### src/rtl/s98_command_stream_parser_macros.svh
// Assertion helpers shared by the parser RTL.
`ifndef S98_COMMAND_STREAM_PARSER_MACROS_SVH
`define S98_COMMAND_STREAM_PARSER_MACROS_SVH

// Checks a property on every rising edge outside of reset.
`define S98CSP_ASSERT(lbl, prop, msg) \
  lbl: assert property (@(posedge clk_i) disable iff (!rst_ni) (prop)) else $error(msg);

// Checks that a condition in one cycle implies another in the next cycle.
`define S98CSP_ASSERT_NEXT(lbl, pre, post, msg) \
  `S98CSP_ASSERT(lbl, (pre) |=> (post), msg)

`endif

### src/rtl/s98csp_pkg.sv
package s98csp_pkg;

  typedef enum logic [1:0] {
    KIND_WRITE   = 2'd0,
    KIND_WAIT    = 2'd1,
    KIND_END     = 2'd2,
    KIND_UNKNOWN = 2'd3
  } kind_e;

  typedef enum logic [6:0] {
    PH_OPCODE = 7'b0000001,
    PH_ADDR   = 7'b0000010,
    PH_DATA   = 7'b0000100,
    PH_VARINT = 7'b0001000,
    PH_SKIP1  = 7'b0010000,
    PH_SKIP2  = 7'b0100000,
    PH_ENDED  = 7'b1000000
  } phase_e;

  localparam logic [7:0] OP_WRITE  = 8'h00;
  localparam logic [7:0] OP_WAIT1  = 8'hff;
  localparam logic [7:0] OP_WAITN  = 8'hfe;
  localparam logic [7:0] OP_END    = 8'hfd;

  localparam int unsigned AccW   = 28;
  localparam int unsigned TicksW = 29;

  localparam logic [AccW-1:0]   AccMax       = {AccW{1'b1}};
  localparam logic [TicksW-1:0] TicksOne     = TicksW'(1);
  localparam logic [TicksW-1:0] TicksSat     = {1'b0, AccMax} + TicksW'(2);

endpackage

### src/rtl/s98_command_stream_parser.sv
// Decodes the command section of a sound-chip register dump, one byte per
// word on the cmd channel, into register-write, wait, end and unknown-opcode
// results on the res channel. The parser accepts a new byte each cycle while
// the result register is empty or being drained; a result is registered and
// presented in the cycle after the byte that completes it. Address, skipped
// and non-final varint bytes give no result. After the end opcode all bytes
// are taken and dropped until reset. Varint waits saturate at 2^28 + 1
// ticks; VARINT_MAX_BYTES sets how many varint bytes are added into the
// count.
`include "s98_command_stream_parser_macros.svh"

module s98_command_stream_parser #(
  parameter int unsigned VARINT_MAX_BYTES = 4
) (
  input  logic                  clk_i,
  input  logic                  rst_ni,
  input  logic                  cmd_valid_i,
  output logic                  cmd_ready_o,
  input  logic [7:0]            cmd_byte_i,
  output logic                  res_valid_o,
  input  logic                  res_ready_i,
  output s98csp_pkg::kind_e     kind_o,
  output logic [7:0]            reg_address_o,
  output logic [7:0]            reg_data_o,
  output logic [28:0]           wait_ticks_o
);
  import s98csp_pkg::*;

  localparam int unsigned IdxW = $clog2(VARINT_MAX_BYTES + 1);
  localparam int unsigned SumW = (7 * VARINT_MAX_BYTES > AccW) ? 7 * VARINT_MAX_BYTES : AccW;
  localparam logic [IdxW-1:0] IdxMax = IdxW'(VARINT_MAX_BYTES);

  phase_e             phase_q, phase_d;
  logic [7:0]         held_addr_q, held_addr_d;
  logic [AccW-1:0]    accum_q, accum_d;
  logic [IdxW-1:0]    idx_q, idx_d;
  logic               sat_q, sat_d;

  logic               res_valid_q, res_valid_d;
  kind_e              kind_q, kind_d;
  logic [7:0]         addr_q, addr_d;
  logic [7:0]         data_q, data_d;
  logic [TicksW-1:0]  ticks_q, ticks_d;

  logic               cmd_fire;
  logic               emit;
  logic [6:0]         payload;
  logic [SumW-1:0]    sum;
  logic               sum_over;

  assign cmd_ready_o = !res_valid_q || res_ready_i;
  assign cmd_fire    = cmd_valid_i && cmd_ready_o;
  assign payload     = cmd_byte_i[6:0];
  assign sum         = SumW'(accum_q) | (SumW'(payload) << (7 * idx_q));
  assign sum_over    = (sum >> AccW) != '0;

  always_comb begin
    phase_d     = phase_q;
    held_addr_d = held_addr_q;
    accum_d     = accum_q;
    idx_d       = idx_q;
    sat_d       = sat_q;
    emit        = 1'b0;
    kind_d      = KIND_WRITE;
    addr_d      = '0;
    data_d      = '0;
    ticks_d     = '0;

    case (phase_q)
      PH_OPCODE: begin
        case (cmd_byte_i)
          OP_WRITE: begin
            phase_d = PH_ADDR;
          end
          OP_WAIT1: begin
            emit    = 1'b1;
            kind_d  = KIND_WAIT;
            ticks_d = TicksOne;
          end
          OP_WAITN: begin
            accum_d = '0;
            idx_d   = '0;
            sat_d   = 1'b0;
            phase_d = PH_VARINT;
          end
          OP_END: begin
            emit    = 1'b1;
            kind_d  = KIND_END;
            phase_d = PH_ENDED;
          end
          default: begin
            emit    = 1'b1;
            kind_d  = KIND_UNKNOWN;
            addr_d  = cmd_byte_i;
            phase_d = PH_SKIP1;
          end
        endcase
      end
      PH_ADDR: begin
        held_addr_d = cmd_byte_i;
        phase_d     = PH_DATA;
      end
      PH_DATA: begin
        emit    = 1'b1;
        kind_d  = KIND_WRITE;
        addr_d  = held_addr_q;
        data_d  = cmd_byte_i;
        phase_d = PH_OPCODE;
      end
      PH_VARINT: begin
        if (idx_q < IdxMax) begin
          accum_d = sum[AccW-1:0];
          idx_d   = idx_q + IdxW'(1);
          if (sum_over) begin
            sat_d = 1'b1;
          end
        end else if (payload != '0) begin
          sat_d = 1'b1;
        end
        if (!cmd_byte_i[7]) begin
          emit    = 1'b1;
          kind_d  = KIND_WAIT;
          ticks_d = sat_d ? TicksSat : ({1'b0, accum_d} + TicksW'(2));
          accum_d = '0;
          idx_d   = '0;
          sat_d   = 1'b0;
          phase_d = PH_OPCODE;
        end
      end
      PH_SKIP1: begin
        phase_d = PH_SKIP2;
      end
      PH_SKIP2: begin
        phase_d = PH_OPCODE;
      end
      PH_ENDED: begin
        phase_d = PH_ENDED;
      end
      default: begin
        phase_d = PH_OPCODE;
      end
    endcase
  end

  assign res_valid_d = (cmd_fire && emit) || (res_valid_q && !res_ready_i);

  always_ff @(posedge clk_i or negedge rst_ni) begin
    if (!rst_ni) begin
      phase_q     <= PH_OPCODE;
      held_addr_q <= '0;
      accum_q     <= '0;
      idx_q       <= '0;
      sat_q       <= 1'b0;
      res_valid_q <= 1'b0;
    end else begin
      res_valid_q <= res_valid_d;
      if (cmd_fire) begin
        phase_q     <= phase_d;
        held_addr_q <= held_addr_d;
        accum_q     <= accum_d;
        idx_q       <= idx_d;
        sat_q       <= sat_d;
      end
    end
  end

  always_ff @(posedge clk_i) begin
    if (cmd_fire && emit) begin
      kind_q  <= kind_d;
      addr_q  <= addr_d;
      data_q  <= data_d;
      ticks_q <= ticks_d;
    end
  end

  assign res_valid_o   = res_valid_q;
  assign kind_o        = kind_q;
  assign reg_address_o = addr_q;
  assign reg_data_o    = data_q;
  assign wait_ticks_o  = ticks_q;

  `S98CSP_ASSERT(a_wait_nonzero, (res_valid_o && kind_o == KIND_WAIT) |-> (wait_ticks_o != '0), "Wait result with zero ticks.")
  `S98CSP_ASSERT(a_idx_bound, idx_q <= IdxMax, "Varint byte index ran past its limit.")
  `S98CSP_ASSERT_NEXT(a_addr_to_data, cmd_fire && phase_q == PH_ADDR, phase_q == PH_DATA && !res_valid_o, "Address word did not lead to the data phase.")
  `S98CSP_ASSERT_NEXT(a_ended_silent, phase_q == PH_ENDED && !res_valid_o, phase_q == PH_ENDED && !res_valid_o, "Result produced after end of stream.")

endmodule
### config.mk
export PLATFORM = sky130hd
export DESIGN_NAME = s98_command_stream_parser
export DESIGN_NICKNAME = d
export VERILOG_FILES = /design/src/rtl/s98csp_pkg.sv /design/src/rtl/s98_command_stream_parser.sv
export VERILOG_INCLUDE_DIRS = /design/src /design/src/rtl
export SDC_FILE = /design/constraint.sdc
export NUM_CORES = 1
export LEC_CHECK = 0
export BUFFER_PORTS_ARGS = -buffer_cell sky130_fd_sc_hd__buf_2
export CORE_MARGIN = 4
export CORE_UTILIZATION = 40
export CTS_BUF_LIST = sky130_fd_sc_hd__clkbuf_8
export CTS_CLUSTER_SIZE = 8
export DETAILED_ROUTE_END_ITERATION = 8
export PLACE_DENSITY = 0.59
export SLEW_MARGIN = 25
export SYNTH_ARGS = -nofsm -noshare
export SYNTH_HDL_FRONTEND = slang
export SYNTH_SLANG_ARGS = --single-unit
### constraint.sdc
create_clock -name clk_i -period 7.1 [get_ports clk_i]
set_clock_uncertainty 0.2 [all_clocks]
set_input_delay 0.71 -clock clk_i [delete_from_list [all_inputs] [get_ports clk_i]]
set_output_delay 0.71 -clock clk_i [all_outputs]
set_load 0.02 [all_outputs]
==> metrics.txt <==
clock buffer count from CTS=9; Synth-to-Final Area Change=14.32%; io pins=61; total power=1.432 mW; Crit path max-delay family=simple AND/OR/NAND/NOR gates; H-tree levels=3; Sw Ratio=30.16%; worst skew pair latency=0.38 ns; fin cells=621; Yosys reg bits=95; Worst R2R Setup Slack=3.25 ns; critical path buffer and inverter count=1; initial antenna violation count=0; pwr dens=271.5 mW/mm^2; cells resized by post-CTS repair=0; GRT overflow=0; crit end category=flop; # diodes=0; maxcap violations=0; Netlist cell types=52; Initial Utilization=41.65%; commonest non-fill, non-tap cells in the layout=buf_2, dfrtp_1, edfxtp_1, nand2_1, nor2_1; layout cell share with drive strength beyond 1=22.04%; Die Ht=115.4 um; critical-path maximum fanout=18; Sequential Power Share=48.9%; top_reg_cell synth=edfxtp_1; Mean Syn Cell Area=10.76 sq um; slowest CP cell=nor3_1; total number of vias=3466; status=finished clean; post-synth top area cell=edfxtp_1; crit start category=flop; fin area=0.005275 sq mm; drt drc=0; worst IR drop on VDD=0.0001434 V; RSZ-0062 raised after global routing=no; Worst Path Class, Setup=flop to flop; Mapped Area=0.004614 sq mm; placed cell areas=0.005029 sq mm; CP Data Arrival Time=3.74 ns; Clock Power Share=29.5%; commonest non-fill, non-tap cell in the layout=buf_2; Core Footprint=0.01108 sq mm; slowest stage delay, CP=0.82 ns; hold_buf cts=0; cells along the critical path=nor3_1 > a21oi_1 > inv_1 > ha_1 > a21bo_2 > or4b_1 > nor2_2 > a31o_1 > a21oi_1; first-pass GRT wire length=17.92 mm; clock root cell=clkbuf_8; largest net degree at the start of global routing=49; Final TNS setup=0 ns; min cycle time layout=3.850 ns; DP HPWL=7.606 mm; fin crit share=54.22%; die area=0.01332 sq mm; asr flop ratio synth=50.53%; Synth Warn #=0; P_sw=0.4320 mW; Tot GR Track Use=17.47%; Final #Nets=490; fmax=259.8 MHz; Hold WC Path Type=input port to asynchronous set/reset pin; sequential element share of the synthesized area=56.64%; GPL Wtd Cong=0.8086; Final Max Slew Viols=0; Slew Limit Headroom=39.08%; drt initial violations=253; vias in the first global route=3352; Mapped Nets=443; clock buffer depth=2; LEAKAGE=2.121 nW; DRT Pass-1 Iters=4; EDFF count, synth=47; ANT nets after route=0; Post-CTS Setup Bufs=0; Avg WL per Cell=17.44 um; Worst Path Required=6.99 ns; Clock Pin Slew Worst Setup and Hold Paths=0.09 ns; # setup viols final=0; Via density=5.581; count of final hold-check violations=0; Worst Tran Pin Value=0.9137 ns; CTS tree=done; total routed wirelength=10.83 mm; Gate power share=21.7%; final core utilization=47.62%; dpl cells=605; most frequent CP cell=a21oi_1; largest cells by area after synthesis=edfxtp_1, dfrtp_1, nand2_1, a21oi_1, nor2_1; port bufs=60; Synth Instances=429; Internal Power=1.000 mW; # clock sinks=95; post-synth top area share=30.59%; row cnt=38; die span in x=115.4 um
==> worst reg2reg max path: stages (launching register included) <==
cell and delay [ns]:
dfrtp_1 0.60, nor3_1 0.82, a21oi_1 0.20, inv_1 0.12
ha_1 0.18, a21bo_2 0.25, or4b_1 0.67, nor2_2 0.27
a31o_1 0.18, a21oi_1 0.07
==> sequential cells by signal, indices dropped and copies added (netlist names) <==
signal and cells:
accum_q 28, held_addr_q 8, idx_q 3, kind_o 2, phase_q 7, reg_address_o 8
reg_data_o 8, res_valid_o 1, sat_q 1, wait_ticks_o 29
==> final cells by class <==
type	count	area, sq um
Timing Repair Buffer	63	322.8
Multi-Input combinational cell	296	1884
Inverter	11	41.29
Sequential cell	95	2614
Clock buffer	9	123.9
Tap cell	140	175.2
Fill cell	1036	5803
Clock inverter	7	113.9
==> Yosys cell counts, drive strengths merged (5+ instances only) <==
cell type  count
o21ai         27
or4            5
inv           11
nor3          22
and2          10
nand2         45
mux2          10
dfrtp         47
a21o           5
nand2b         5
xor2          12
nor4           9
nor2          38
xnor2          6
a22o           9
clkbuf        20
o22ai          7
edfxtp        47
buf            7
or4b           9
a21oi         29
==> path summary, 6_finish.rpt <==
check,cells past startpoint,to,from
min reg2reg,2,accum_q[12],accum_q[12]
max,9,wait_ticks_o[23],idx_q[2]
min in group clk_i,2,accum_q[12],accum_q[12]
max in group asynchronous,2,held_addr_q[3],rst_ni
max reg2reg,9,wait_ticks_o[23],idx_q[2]
min,2,accum_q[11],rst_ni
==> metal layers <==
metal,share of wire (%),routed length [um],track usage [%],vias to the layer above
met5,0,0,0,-
met2,44,4764,26.16,102
met3,5.9,643,3.684,9
met4,1.5,159,6.808,0
li1,-,-,-,1656
met1,49,5266,24.92,1699
==> stage by stage <==
step / hold slack (ns) / setup WS [ns]
2_1_floorplan: 0.2144 / 2.485
6_report: 0.2321 / 3.250
5_1_grt: 0.2856 / 3.099
3_5_place_dp: 0.2781 / 3.321
4_1_cts: 0.2324 / 3.333
3_3_place_gp: 0.2740 / 3.345
==> cell families after synthesis <==
family | count (synthesis) | share of synthesized area, %
compound gates | 91 | 12.23
buf+inv | 38 | 3.416
simple gates | 175 | 21.31
flops | 95 | 56.64
mux | 10 | 2.440
fa+ha+maj | 2 | 0.5422
xor+xnor | 18 | 3.416
==> power groups by stage <==
stage / Clock, mW / Sequential [mW] / Combinational [mW]
2_1_floorplan: 0 / 0.786 / 0.134
3_3_place_gp: 0 / 0.710 / 0.309
3_5_place_dp: 0 / 0.713 / 0.314
4_1_cts: 0.434 / 0.701 / 0.315
5_1_grt: 0.454 / 0.708 / 0.341
6_report: 0.422 / 0.700 / 0.310
No activity file was read; power rests on OpenSTA's default activity.
